$ cat config.mk
export PLATFORM = sky130hd
export DESIGN_NAME = modbus_rtu_request_framer_top
export DESIGN_NICKNAME = d
export VERILOG_FILES = /design/src/design/mrrf_pkg.sv /design/src/design/mrrf_front.sv /design/src/design/mrrf_queue.sv /design/src/design/mrrf_back.sv /design/src/design/modbus_rtu_request_framer_top.sv
export VERILOG_INCLUDE_DIRS = /design/src /design/src/design
export SDC_FILE = /design/constraint.sdc
export NUM_CORES = 1
export LEC_CHECK = 0
export BUFFER_PORTS_ARGS = -buffer_cell sky130_fd_sc_hd__buf_4
export CORE_ASPECT_RATIO = 1.1
export CORE_UTILIZATION = 35
export DETAILED_ROUTE_END_ITERATION = 6
export PLACE_DENSITY = 0.59
export SLEW_MARGIN = 20
export SYNTH_ARGS = -nofsm -noshare
export SYNTH_HDL_FRONTEND = slang
export SYNTH_SLANG_ARGS = --single-unit
$ cat constraint.sdc
create_clock -name i_clk -period 6.8 [get_ports i_clk]
set_clock_uncertainty 0.05 [all_clocks]
set_input_delay 0.34 -clock i_clk [delete_from_list [all_inputs] [get_ports i_clk]]
set_output_delay 0.34 -clock i_clk [all_outputs]
set_load 0.02 [all_outputs]
$ cat src/design/assert_macros.svh
// Assertion helpers shared by the design files.
// Every property is sampled on the rising clock edge and is disabled while
// the synchronous active-low reset is asserted.
`ifndef ASSERT_MACROS_SVH
`define ASSERT_MACROS_SVH

`ifndef SYNTHESIS

// Holds a property at every rising clock edge outside reset.
`define ASSERT_AT(lbl, clk, rst_n, prop, msg) \
    lbl: assert property (@(posedge clk) disable iff (!rst_n) prop) else $error(msg);

// Checks that a condition never holds at any rising clock edge outside reset.
`define ASSERT_NEVER(lbl, clk, rst_n, cond, msg) \
    lbl: assert property (@(posedge clk) disable iff (!rst_n) !(cond)) else $error(msg);

`else

`define ASSERT_AT(lbl, clk, rst_n, prop, msg)
`define ASSERT_NEVER(lbl, clk, rst_n, cond, msg)

`endif

`endif

$ cat src/design/mrrf_pkg.sv
`timescale 1ns / 1ps

package mrrf_pkg;

    // Function codes carried in frame byte 1.
    localparam logic [7:0] FC_READ_HOLDING = 8'h03;
    localparam logic [7:0] FC_WRITE_SINGLE = 8'h06;

    // Quantity word of a read request.
    localparam logic [15:0] READ_QUANTITY = 16'h0001;

    // Request kinds on the input channel.
    localparam logic KIND_WRITE = 1'b0;
    localparam logic KIND_READ  = 1'b1;

    // CRC-16 parameters: reflected polynomial and preset.
    localparam logic [15:0] CRC_INIT = 16'hFFFF;
    localparam logic [15:0] CRC_POLY = 16'hA001;

    // Configuration register indexes.
    localparam int unsigned CFG_IDX_W = 2;
    localparam logic [CFG_IDX_W-1:0] CFG_SLAVE_ADDRESS    = 2'd0;
    localparam logic [CFG_IDX_W-1:0] CFG_REGISTER_ADDRESS = 2'd1;
    localparam int unsigned CFG_DATA_W = 16;

    // Byte positions within the eight-byte frame.
    localparam int unsigned POS_W = 3;
    localparam logic [POS_W-1:0] POS_SLAVE    = 3'd0;
    localparam logic [POS_W-1:0] POS_FUNC     = 3'd1;
    localparam logic [POS_W-1:0] POS_REG_HI   = 3'd2;
    localparam logic [POS_W-1:0] POS_REG_LO   = 3'd3;
    localparam logic [POS_W-1:0] POS_WORD_HI  = 3'd4;
    localparam logic [POS_W-1:0] POS_WORD_LO  = 3'd5;
    localparam logic [POS_W-1:0] POS_CRC_LO   = 3'd6;
    localparam logic [POS_W-1:0] POS_CRC_HI   = 3'd7;

    // Request queue between the front and the back.
    localparam int unsigned QDEPTH = 2;
    localparam int unsigned QPTR_W = (QDEPTH > 1) ? $clog2(QDEPTH) : 1;
    localparam int unsigned QCNT_W = $clog2(QDEPTH + 1);

    // One classified request.
    typedef struct packed {
        logic [7:0]  func;
        logic [15:0] word;
    } t_req;

    // Folds one byte into a running reflected CRC-16.
    function automatic logic [15:0] crc_byte(input logic [15:0] crc_in,
                                             input logic [7:0]  data);
        logic [15:0] acc;
        acc = crc_in ^ {8'h00, data};
        for (int b = 0; b < 8; b++) begin
            if (acc[0]) begin
                acc = (acc >> 1) ^ CRC_POLY;
            end else begin
                acc = acc >> 1;
            end
        end
        return acc;
    endfunction

endpackage

$ cat src/design/mrrf_front.sv
`timescale 1ns / 1ps
`include "assert_macros.svh"

module mrrf_front (
    input  logic            i_clk,
    input  logic            i_rst_n,
    input  logic            i_valid,
    output logic            o_stall,
    input  logic            i_kind,
    input  logic [15:0]     i_write_value,
    output logic            o_push,
    output mrrf_pkg::t_req  o_req,
    input  logic            i_full
);
    import mrrf_pkg::*;

    logic r_valid;
    t_req r_req;
    t_req n_req;
    logic push;
    logic take;

    // A request waits here only while the queue is full.
    assign push    = r_valid && !i_full;
    assign o_stall = r_valid && i_full;
    assign take    = i_valid && !o_stall;

    always_comb begin
        case (i_kind)
            KIND_READ: begin
                n_req.func = FC_READ_HOLDING;
                n_req.word = READ_QUANTITY;
            end
            default: begin
                n_req.func = FC_WRITE_SINGLE;
                n_req.word = i_write_value;
            end
        endcase
    end

    always_ff @(posedge i_clk) begin
        if (!i_rst_n) begin
            r_valid <= 1'b0;
        end else if (take) begin
            r_valid <= 1'b1;
        end else if (push) begin
            r_valid <= 1'b0;
        end
    end

    always_ff @(posedge i_clk) begin
        if (take) begin
            r_req <= n_req;
        end
    end

    assign o_push = push;
    assign o_req  = r_req;

    `ASSERT_AT(a_front_hold, i_clk, i_rst_n,
        (r_valid && i_full) |=> (r_valid && $stable(r_req)),
        "front request changed while the queue was full")

endmodule

$ cat src/design/mrrf_queue.sv
`timescale 1ns / 1ps
`include "assert_macros.svh"

module mrrf_queue (
    input  logic            i_clk,
    input  logic            i_rst_n,
    input  logic            i_push,
    input  mrrf_pkg::t_req  i_req,
    output logic            o_full,
    input  logic            i_pop,
    output mrrf_pkg::t_req  o_req,
    output logic            o_nonempty
);
    import mrrf_pkg::*;

    t_req              r_entry [QDEPTH];
    logic [QPTR_W-1:0] r_wr_ptr;
    logic [QPTR_W-1:0] r_rd_ptr;
    logic [QCNT_W-1:0] r_count;

    function automatic logic [QPTR_W-1:0] ptr_next(input logic [QPTR_W-1:0] ptr);
        return (ptr == QPTR_W'(QDEPTH - 1)) ? '0 : ptr + 1'b1;
    endfunction

    assign o_full     = (r_count == QCNT_W'(QDEPTH));
    assign o_nonempty = (r_count != '0);
    assign o_req      = r_entry[r_rd_ptr];

    always_ff @(posedge i_clk) begin
        if (!i_rst_n) begin
            r_wr_ptr <= '0;
            r_rd_ptr <= '0;
            r_count  <= '0;
        end else begin
            if (i_push) begin
                r_wr_ptr <= ptr_next(r_wr_ptr);
            end
            if (i_pop) begin
                r_rd_ptr <= ptr_next(r_rd_ptr);
            end
            if (i_push && !i_pop) begin
                r_count <= r_count + 1'b1;
            end else if (i_pop && !i_push) begin
                r_count <= r_count - 1'b1;
            end
        end
    end

    always_ff @(posedge i_clk) begin
        if (i_push) begin
            r_entry[r_wr_ptr] <= i_req;
        end
    end

    `ASSERT_NEVER(a_queue_overflow, i_clk, i_rst_n, i_push && o_full,
        "push into a full request queue")
    `ASSERT_NEVER(a_queue_underflow, i_clk, i_rst_n, i_pop && !o_nonempty,
        "pop from an empty request queue")
    `ASSERT_NEVER(a_queue_count, i_clk, i_rst_n, r_count > QCNT_W'(QDEPTH),
        "request queue count above its depth")

endmodule

$ cat src/design/mrrf_back.sv
`timescale 1ns / 1ps
`include "assert_macros.svh"

module mrrf_back (
    input  logic            i_clk,
    input  logic            i_rst_n,
    input  logic [7:0]      i_slave_address,
    input  logic [15:0]     i_register_address,
    input  logic            i_nonempty,
    input  mrrf_pkg::t_req  i_req,
    output logic            o_pop,
    output logic            o_valid,
    input  logic            i_stall,
    output logic [7:0]      o_frame_byte,
    output logic            o_last_byte
);
    import mrrf_pkg::*;

    logic             r_active;
    logic [POS_W-1:0] r_pos;
    t_req             r_req;
    logic [15:0]      r_crc;
    logic             r_out_valid;
    logic [7:0]       r_out_byte;
    logic             r_out_last;

    logic       slot_free;
    logic       adv;
    logic       finish;
    logic       pop;
    logic [7:0] cur_byte;

    // The output register is free when empty or when its byte leaves now.
    assign slot_free = !r_out_valid || !i_stall;
    assign adv       = r_active && slot_free;
    assign finish    = adv && (r_pos == POS_CRC_HI);
    assign pop       = i_nonempty && (!r_active || finish);

    always_comb begin
        unique case (r_pos)
            POS_SLAVE:   cur_byte = i_slave_address;
            POS_FUNC:    cur_byte = r_req.func;
            POS_REG_HI:  cur_byte = i_register_address[15:8];
            POS_REG_LO:  cur_byte = i_register_address[7:0];
            POS_WORD_HI: cur_byte = r_req.word[15:8];
            POS_WORD_LO: cur_byte = r_req.word[7:0];
            POS_CRC_LO:  cur_byte = r_crc[7:0];
            POS_CRC_HI:  cur_byte = r_crc[15:8];
            default:     cur_byte = r_crc[15:8];
        endcase
    end

    always_ff @(posedge i_clk) begin
        if (!i_rst_n) begin
            r_active    <= 1'b0;
            r_pos       <= POS_SLAVE;
            r_out_valid <= 1'b0;
        end else begin
            if (pop) begin
                r_active <= 1'b1;
                r_pos    <= POS_SLAVE;
            end else if (finish) begin
                r_active <= 1'b0;
                r_pos    <= POS_SLAVE;
            end else if (adv) begin
                r_pos <= r_pos + 1'b1;
            end
            if (slot_free) begin
                r_out_valid <= r_active;
            end
        end
    end

    always_ff @(posedge i_clk) begin
        if (pop) begin
            r_req <= i_req;
            r_crc <= CRC_INIT;
        end else if (adv && (r_pos < POS_CRC_LO)) begin
            r_crc <= crc_byte(r_crc, cur_byte);
        end
        if (adv) begin
            r_out_byte <= cur_byte;
            r_out_last <= (r_pos == POS_CRC_HI);
        end
    end

    assign o_pop        = pop;
    assign o_valid      = r_out_valid;
    assign o_frame_byte = r_out_byte;
    assign o_last_byte  = r_out_last;

    `ASSERT_AT(a_back_idle_pos, i_clk, i_rst_n, !r_active |-> (r_pos == POS_SLAVE),
        "byte position not at frame start while idle")
    `ASSERT_AT(a_back_last_flag, i_clk, i_rst_n,
        (adv && (r_pos == POS_CRC_HI)) |=> (r_out_valid && r_out_last),
        "last flag missing on the CRC high byte")

endmodule

$ cat src/design/modbus_rtu_request_framer_top.sv
`timescale 1ns / 1ps

// Modbus RTU request framer.
// Input channel (i_valid / o_stall): one item is a request kind (0 = write
// single register, function 6; 1 = read one register, function 3) and a
// 16-bit write value that a read ignores. Output channel (o_valid / i_stall):
// each item becomes eight bytes in transmission order: slave address,
// function code, register address and data word (high bytes first), then a
// CRC-16 (reflected 0xA001, preset 0xFFFF) low byte first. o_last_byte marks
// the eighth byte. The slave and register addresses come from the write port
// (index 0 and 1); the user must change them only while no frame is in
// flight, as the block itself does not enforce this. An accepted item passes
// the input register, the request queue and the sequencer before its first
// byte is presented. The output byte register sends one byte per cycle while
// i_stall is low, and the CRC is folded in one byte per cycle as they go out.
// A two-entry request queue sits between the input stage and the byte
// sequencer, so up to three further items are taken while a frame is sent.
// When the receiver stalls, the current byte holds and the sequencer waits;
// once the queue is full and the input stage holds an item, o_stall rises.
// Reset empties all stages and sets both address registers to 1.
module modbus_rtu_request_framer_top (
    input  logic                             i_clk,
    input  logic                             i_rst_n,
    input  logic                             i_cfg_we,
    input  logic [mrrf_pkg::CFG_IDX_W-1:0]   i_cfg_idx,
    input  logic [mrrf_pkg::CFG_DATA_W-1:0]  i_cfg_data,
    input  logic                             i_valid,
    output logic                             o_stall,
    input  logic                             i_kind,
    input  logic [15:0]                      i_write_value,
    output logic                             o_valid,
    input  logic                             i_stall,
    output logic [7:0]                       o_frame_byte,
    output logic                             o_last_byte
);
    import mrrf_pkg::*;

    logic [7:0]  r_slave_address;
    logic [15:0] r_register_address;

    logic push;
    logic full;
    logic pop;
    logic nonempty;
    t_req front_req;
    t_req queue_req;

    // Configuration writes; an unknown index is ignored.
    always_ff @(posedge i_clk) begin
        if (!i_rst_n) begin
            r_slave_address    <= 8'd1;
            r_register_address <= 16'd1;
        end else if (i_cfg_we) begin
            unique case (i_cfg_idx)
                CFG_SLAVE_ADDRESS:    r_slave_address    <= i_cfg_data[7:0];
                CFG_REGISTER_ADDRESS: r_register_address <= i_cfg_data[15:0];
                default: ;
            endcase
        end
    end

    // Input stage: takes items and classifies them into function and word.
    mrrf_front u_front (
        .i_clk         (i_clk),
        .i_rst_n       (i_rst_n),
        .i_valid       (i_valid),
        .o_stall       (o_stall),
        .i_kind        (i_kind),
        .i_write_value (i_write_value),
        .o_push        (push),
        .o_req         (front_req),
        .i_full        (full)
    );

    // Short request queue that decouples the input from the byte sequencer.
    mrrf_queue u_queue (
        .i_clk      (i_clk),
        .i_rst_n    (i_rst_n),
        .i_push     (push),
        .i_req      (front_req),
        .o_full     (full),
        .i_pop      (pop),
        .o_req      (queue_req),
        .o_nonempty (nonempty)
    );

    // Byte sequencer: emits the frame and builds the CRC on the way.
    mrrf_back u_back (
        .i_clk              (i_clk),
        .i_rst_n            (i_rst_n),
        .i_slave_address    (r_slave_address),
        .i_register_address (r_register_address),
        .i_nonempty         (nonempty),
        .i_req              (queue_req),
        .o_pop              (pop),
        .o_valid            (o_valid),
        .i_stall            (i_stall),
        .o_frame_byte       (o_frame_byte),
        .o_last_byte        (o_last_byte)
    );

endmodule

-- Word level (Yosys, flattened, before mapping)
Memories as Yosys holds them, arrays and structs flattened. A register that Yosys moved wholly into a read port is not among the register bits.
Cells that the tools add are included.
- register bits: 83
- memory bits (writable): 48
- bits of input ports: 40
- word-level logic and storage cells: 101
- memories: 1
- memories (memory ; words ; bits a word ; read ports ; clocked after memory_dff ; write ports ; RTL line ; text):
    u_queue.r_entry ; 2 ; 24 ; 1 ; 1 ; 1 ; mrrf_queue.sv:16 ; t_req r_entry [QDEPTH];
- add/sub/neg operators: 5
- order comparisons: 1
- equality and inequality tests: 9
- multiplexer cells: 34
- bitwise logic cells: 10
- reductions and logical operators: 27
- operators with widths (cell ; number):
    $mux 16 ; 22
    $pmux 8 s8 ; 1
    $not 2->3 ; 8
    $mux 19 ; 1
    $xor 16x8->16 ; 1
    $eq 3x3->1 const B ; 4
    $logic_and 1x1->1 ; 9
    $mux 1 ; 8
    $reduce_bool 2->1 ; 4
    $logic_not 1->1 ; 7
    $eq 3x2->1 const B ; 2
    $mux 2 ; 2
    $reduce_and 2->1 ; 2
    $add 3x1->3 const B ; 1
    $eq 3x1->1 const B ; 1
    $logic_not 3->1 ; 1
    $lt 3x3->1 const B ; 1
    $reduce_or 3->1 ; 1
    $add 1x1->1 const B ; 2
    $add 2x1->2 const B ; 1
    $eq 2x1->1 const B ; 1
    $eq 2x2->1 const B ; 1
    $logic_not 2->1 ; 1
    $logic_or 1x1->1 ; 2
    2 further kinds ; 2

-- Logic depth before layout (Yosys ltp)
- depth after elaboration: 33
- gate-level depth with buffers: 12

-- By module
Synthesis repeated with hierarchy kept, for this count alone.
- cells, all modules: 461
- area total of the unflattened synthesis: 6331.1 um2
- by module, submodules not included (module ; instances ; cells each ; area an instance (um2) ; seq. area each (um2)):
    mrrf_back ; 1 ; 218 ; 2670.1 ; 1411.4
    mrrf_queue ; 1 ; 97 ; 1953.1 ; 1541.5
    modbus_rtu_request_framer_top ; 1 ; 97 ; 947.2 ; 480.5
    mrrf_front ; 1 ; 49 ; 760.7 ; 560.5

-- Worst setup path before layout
Ideal clock, no wire load.
- path kind: register to register
- start: reg u_back.r_pos[1]
- end: reg u_back.r_crc[14]
- library setup time: 0.063 ns
- arrival time: 2.697 ns
- data required time: 6.687 ns
- slack: 3.990 ns
- cell stages (with the launch flop): 12
- buffers on the path: 1
- period minus slack after synthesis: 2.810 ns
- cells stage by stage: dfxtp_1 -> ha_1 -> ha_1 -> clkbuf_2 -> a22o_1 -> a221oi_1 -> a31oi_1 -> xnor2_1 -> xnor2_1 -> xnor3_2 -> or3_1 -> nand3_1
- cells in the longest elaborated chain, start to end: 26
- elaborated cells between the ends (all ways): 43
- ends and longest elaborated chain (element ; RTL line ; text):
    from (decl) ; mrrf_back.sv:20 ; logic [POS_W-1:0] r_pos;
    from (signal assigned) ; mrrf_back.sv:66 ; r_pos <= r_pos + 1'b1;
    $eq 3x3->1 (tied with other cells) ; mrrf_back.sv:40 ; unique case (r_pos)
    $pmux 8 s8 * ; mrrf_back.sv:40 ;
    net u_back.cur_byte[2] ; mrrf_back.sv:31 ; logic [7:0] cur_byte;
    $xor 16x8->16 * ; mrrf_pkg.sv:52 ; acc = crc_in ^ {8'h00, data};
    $mux 16 * ; mrrf_pkg.sv:54 ; if (acc[0]) begin
    $mux 16 * ; mrrf_back.sv:78 ; end else if (adv && (r_pos < POS_CRC_LO)) begin
    $mux 16 * ; mrrf_back.sv:75 ; if (pop) begin
    $not 2->3 (no line) ; -- ;
    [11 not listed] ; -- ;
    $mux 16 * ; mrrf_back.sv:75 ;
    $mux 16 * ; mrrf_pkg.sv:54 ;
    $mux 16 * ; mrrf_back.sv:78 ;
    $mux 16 * ; mrrf_back.sv:75 ;
    $mux 16 * ; mrrf_pkg.sv:54 ;
    $mux 16 * ; mrrf_back.sv:78 ;
    $mux 16 * ; mrrf_back.sv:75 ;
    $mux 16 * ; mrrf_pkg.sv:54 ;
    to (signal assigned) ; mrrf_back.sv:79 ; r_crc <= crc_byte(r_crc, cur_byte);
    to (decl) ; mrrf_back.sv:22 ; logic [15:0] r_crc;
The timed path passes the listed nets; every way through them passes the cells marked *. The select of a mux whose other input is x is not followed.
A chain may end at the register's enable or synchronous reset.

-- Worst setup path after layout
- start: reg u_back.r_pos[2]
- end: reg u_back.r_crc[14]
Same word-level chain as after synthesis.

==> summary.md <==
| Metric | Value |
|---|---|
| Power Total | around 3000 uW |
| I/O Buffers | 50 |
| Total via count after detailed routing | 3,285 |
| Setup TNS | 0 ps |
| Final weighted congestion in routability-driven placement | 0.873 |
| Fraction of synthesized cell area taken by the top area cell type | 45.0% |
| Fillcell total | 1,418 |
| Die Width | approximately 120 um |
| P&R area growth vs syn | 21.8% |
| List of most frequent post-synthesis cells | edfxtp_1 (81), nand2_1 (64), dfxtp_1 (50), nor2b_1 (26), mux2_2 (21) |
| Leading cell type by number of instances after synthesis | edfxtp_1 |
| Later-pin clock latency in the skew report | about 420 ps |
| Synth Area in Adders | 1.62% |
| Cell-by-cell trace of the critical path | inv_1 -> ha_1 -> a22o_1 -> a221oi_1 -> a31oi_1 -> xnor2_1 -> xnor2_1 -> xnor3_2 -> or3_1 -> nand3_1 |
| End point of the most critical hold path | u_front.r_valid$_SDFFE_PN0P_ |
| Maxcap violations | 0 |
| Number of antenna-violating nets in the routed design | 0 |
| Max-slew headroom | between 40% and 50% |
| Buffers inserted by post-CTS timing repair | 0 |
| Post-synthesis xor/xnor area fraction | 4.74% |
| Number of design-rule violations left by the first detailed-router iteration | 253 |
| CP Capture Type | flop |
| Aggregate routed wire length | a little over 10,000 um |
| Maximum single-stage delay on the critical path | 780 ps |
| WHS Path Cells | 2 |
| Number of synthesized flops with an enable pin | between 80 and 90 |
| Startpoint of the tightest hold check path | i_valid |
| Outcome | finished clean |
| Share of cell area taken by muxes after synthesis | about 5.9% |
| Hold violation count in the final report | 0 |
| Fraction of layout instances using a drive strength above 1 | about a quarter |
| Netlist area before placement | 5410 um^2 |
| Net Count, Synth | 472 |
| PostCTS Resize Cnt | 0 |
| Most area-hungry cell type in the Yosys netlist | edfxtp_1 |
| Num CTS Buffers | 17 |
| Starting density of the core | 35.9% |
| Number of levels the H-tree was split into | 4 |
| Die height | 132 um |
| Pin count of the biggest net entering global routing | 33 |
| Wire length of the first global-routing pass | 16,600 um |
| Average cell area after synthesis | 12.7 um^2 |
| Antenna violations before repair | 0 |
| DRC Markers | 0 |
| Routed length per instance | 14.9 um |
| Final critical-path share of the clock period | between 50% and 60% |
| Number of global-route vias before repair | 3,260 |
| Setup crit start kind | flop |
| Type of the worst min-delay path | in2reg |
| Simple-gate share of the synthesized area | 11.7% |
| FF+latch count, synth | 131 |
| Endpoint of the worst register-to-register path | u_back.r_crc[14]$_SDFFE_PP1P_ |
| Clock Sink Count | between 100 and 150 |
| Fmax | around 280 MHz |
| Cell seen most often among critical-path stages | xnor2_1 |
| Number of ports placed on the die boundary | between 50 and 60 |
| Reg2reg path depth | 10 |
| Worst ir drop on vdd | between 200 and 250 uV |
| Prevailing post-synth register cell | edfxtp_1 |
| Top area cells in the synthesized netlist | edfxtp_1 (45%), dfxtp_1 (19%), nand2_1 (4.4%), mux2_2 (4.4%), nor2b_1 (3.0%) |
| Post-synthesis compound-gate area fraction | 10.1% |
| Overall routing resource usage | around 14% |
| Inserted Diodes | 0 |
| Global-route congestion overflow total | 0 |
| R2r setup slk | 3290 ps |
| Buffer depth of the longest clock path | 2 |
| Nets | between 500 and 600 |
| Share of async-settable or async-resettable flops after synthesis | 0% |
| Area of the core | 15,100 um^2 |
| Data arrival at the endpoint of the critical path | 3820 ps |
| Number of instances in the synthesized netlist | roughly 430 |
| Number of max-slew violations in the final report | 0 |
| Detailed Routing Iterations Pass 1 | 5 |
| Total die area | around 16,000 um^2 |
| Number of placement rows | 47 |
| Clock edge transition at the registers on the reported setup and hold paths | around 60 ps |
| Synth unique cells | 47 |
| FF-to-FF Start | u_back.r_pos[2]$_SDFFE_PP0P_ |
| Post-synthesis sequential area ratio | 63.5% |
| HPWL after DPL | 7070 um |
| Static leakage power | approximately 0.0024 uW |
| CTS root buffer | clkbuf_16 |
| Unrepaired setup endpoints after global routing | no |
| Total power divided by cell area | 450 nW/um^2 |
| Clock tree from TritonCTS | built |
| Critical path peak fanout | 20 |
| Cell at the slowest stage of the critical path | dfxtp_1 |
| Post-CTS Hold Buffers | 0 |
| Crit Path Category | reg2reg |
| Required arrival time at the worst endpoint | 7110 ps |
| Count of warnings emitted by yosys | 0 |
| # setup viols final | 0 |
| Largest family of logic cells by synthesized area | simple AND/OR/NAND/NOR gates |
| Actual transition at the worst max-transition pin | 888 ps |
| Number of vias per cell | 4.78 |
| Shortest period the worst path allows | between 3000 and 4000 ps |
-- worst max-delay path by stage --
stage	startpoint	end	slack, ps	cells past startpoint
detailed placement	u_back.r_pos[2]$_SDFFE_PP0P_	u_back.r_crc[14]$_SDFFE_PP1P_	3380	10
CTS	u_back.r_pos[2]$_SDFFE_PP0P_	u_back.r_crc[14]$_SDFFE_PP1P_	3350	10
floorplan	u_back.r_pos[1]$_SDFFE_PP0P_	u_back.r_crc[14]$_SDFFE_PP1P_	3990	11
global route	u_back.r_pos[2]$_SDFFE_PP0P_	u_back.r_crc[14]$_SDFFE_PP1P_	3060	10
global placement	u_back.r_pos[2]$_SDFFE_PP0P_	u_back.r_crc[14]$_SDFFE_PP1P_	3510	10
finish	u_back.r_pos[2]$_SDFFE_PP0P_	u_back.r_crc[14]$_SDFFE_PP1P_	3290	10
-- cell families after synthesis --
logic type	Yosys count
AND/OR/NAND/NOR	134
XOR/XNOR	25
AO/OA/AOI/OAI	70
multiplexers	29
adder cells (fa/ha/maj)	7
flip-flops	131
buffers and inverters	29
-- per-layer routing --
metal	vias to the layer above	share of wire, %	GRT usage, %
li1	1636	-	-
met1	1550	42	15.9
met2	86	52	23.5
met3	13	4.9	5.67
met4	0	1.6	5.76
met5	-	0	0
-- where the power goes --
group / internal (uW) / switching (uW)
combinational: 408 / 450
sequential: 1040 / 110
clock: 616 / 339
total: 2060 / 899
-- per-stage QoR --
stage,cells,utilization [%],setup WS (ps),cell area [um^2],hold slack [ps]
CTS,687,43.8,3350,6590,71.6
finish,687,43.8,3290,6590,91.6
detailed placement,655,39.6,3380,5960,380
global route,687,43.8,3060,6590,82.6
global placement,655,39.6,3510,5960,373
floorplan,425,-,3990,5410,371
-- area by class of cell --
cell class,instances,area (um^2),area share [%]
clock buffers,17,425,6.46
clock inverters,15,203,3.08
inverters,8,30.0,0.456
multi-input cells,265,1840,27.9
flip-flops and latches,131,3430,52.1
well taps,196,245,3.72
repair buffers,55,413,6.27
-- sequential cells by signal, summed over array words and instances, names as in the netlist, 2 cells and up --
| signal | cells |
|---|---|
| u_back.r_crc | 16 |
| u_back.o_frame_byte | 8 |
| r_slave_address | 8 |
| u_queue.r_entry | 36 |
| u_queue.r_count | 2 |
| r_register_address | 16 |
| u_back.r_pos | 3 |
| u_back.r_req | 18 |
| u_front.o_req | 18 |
-- critical path: cells and delay by family (launching register included) --
kind            cells  cell delay, ps
compound gates      3             650
xor+xnor            3            1000
flops               1             780
buf+inv             1             200
fa+ha+maj           1             360
simple gates        2             400
-- cells in the final DEF, fill, tap and decap left out, drive strengths merged, types with 4 or more instances in the layout --
master and n:
mux2i 8, inv 12, nand3 11, dfxtp 50, edfxtp 81, clkbuf 17, ha 7, nor2 16
a22o 6, o211ai 7, mux2 21, o21ai 5, clkinv 5, xnor2 21, bufinv 4, a222oi 8
a21oi 12, a31oi 6, nor2b 26, buf 55, nand2 64, a21boi 17
No activity file was read; power rests on OpenSTA's default activity.
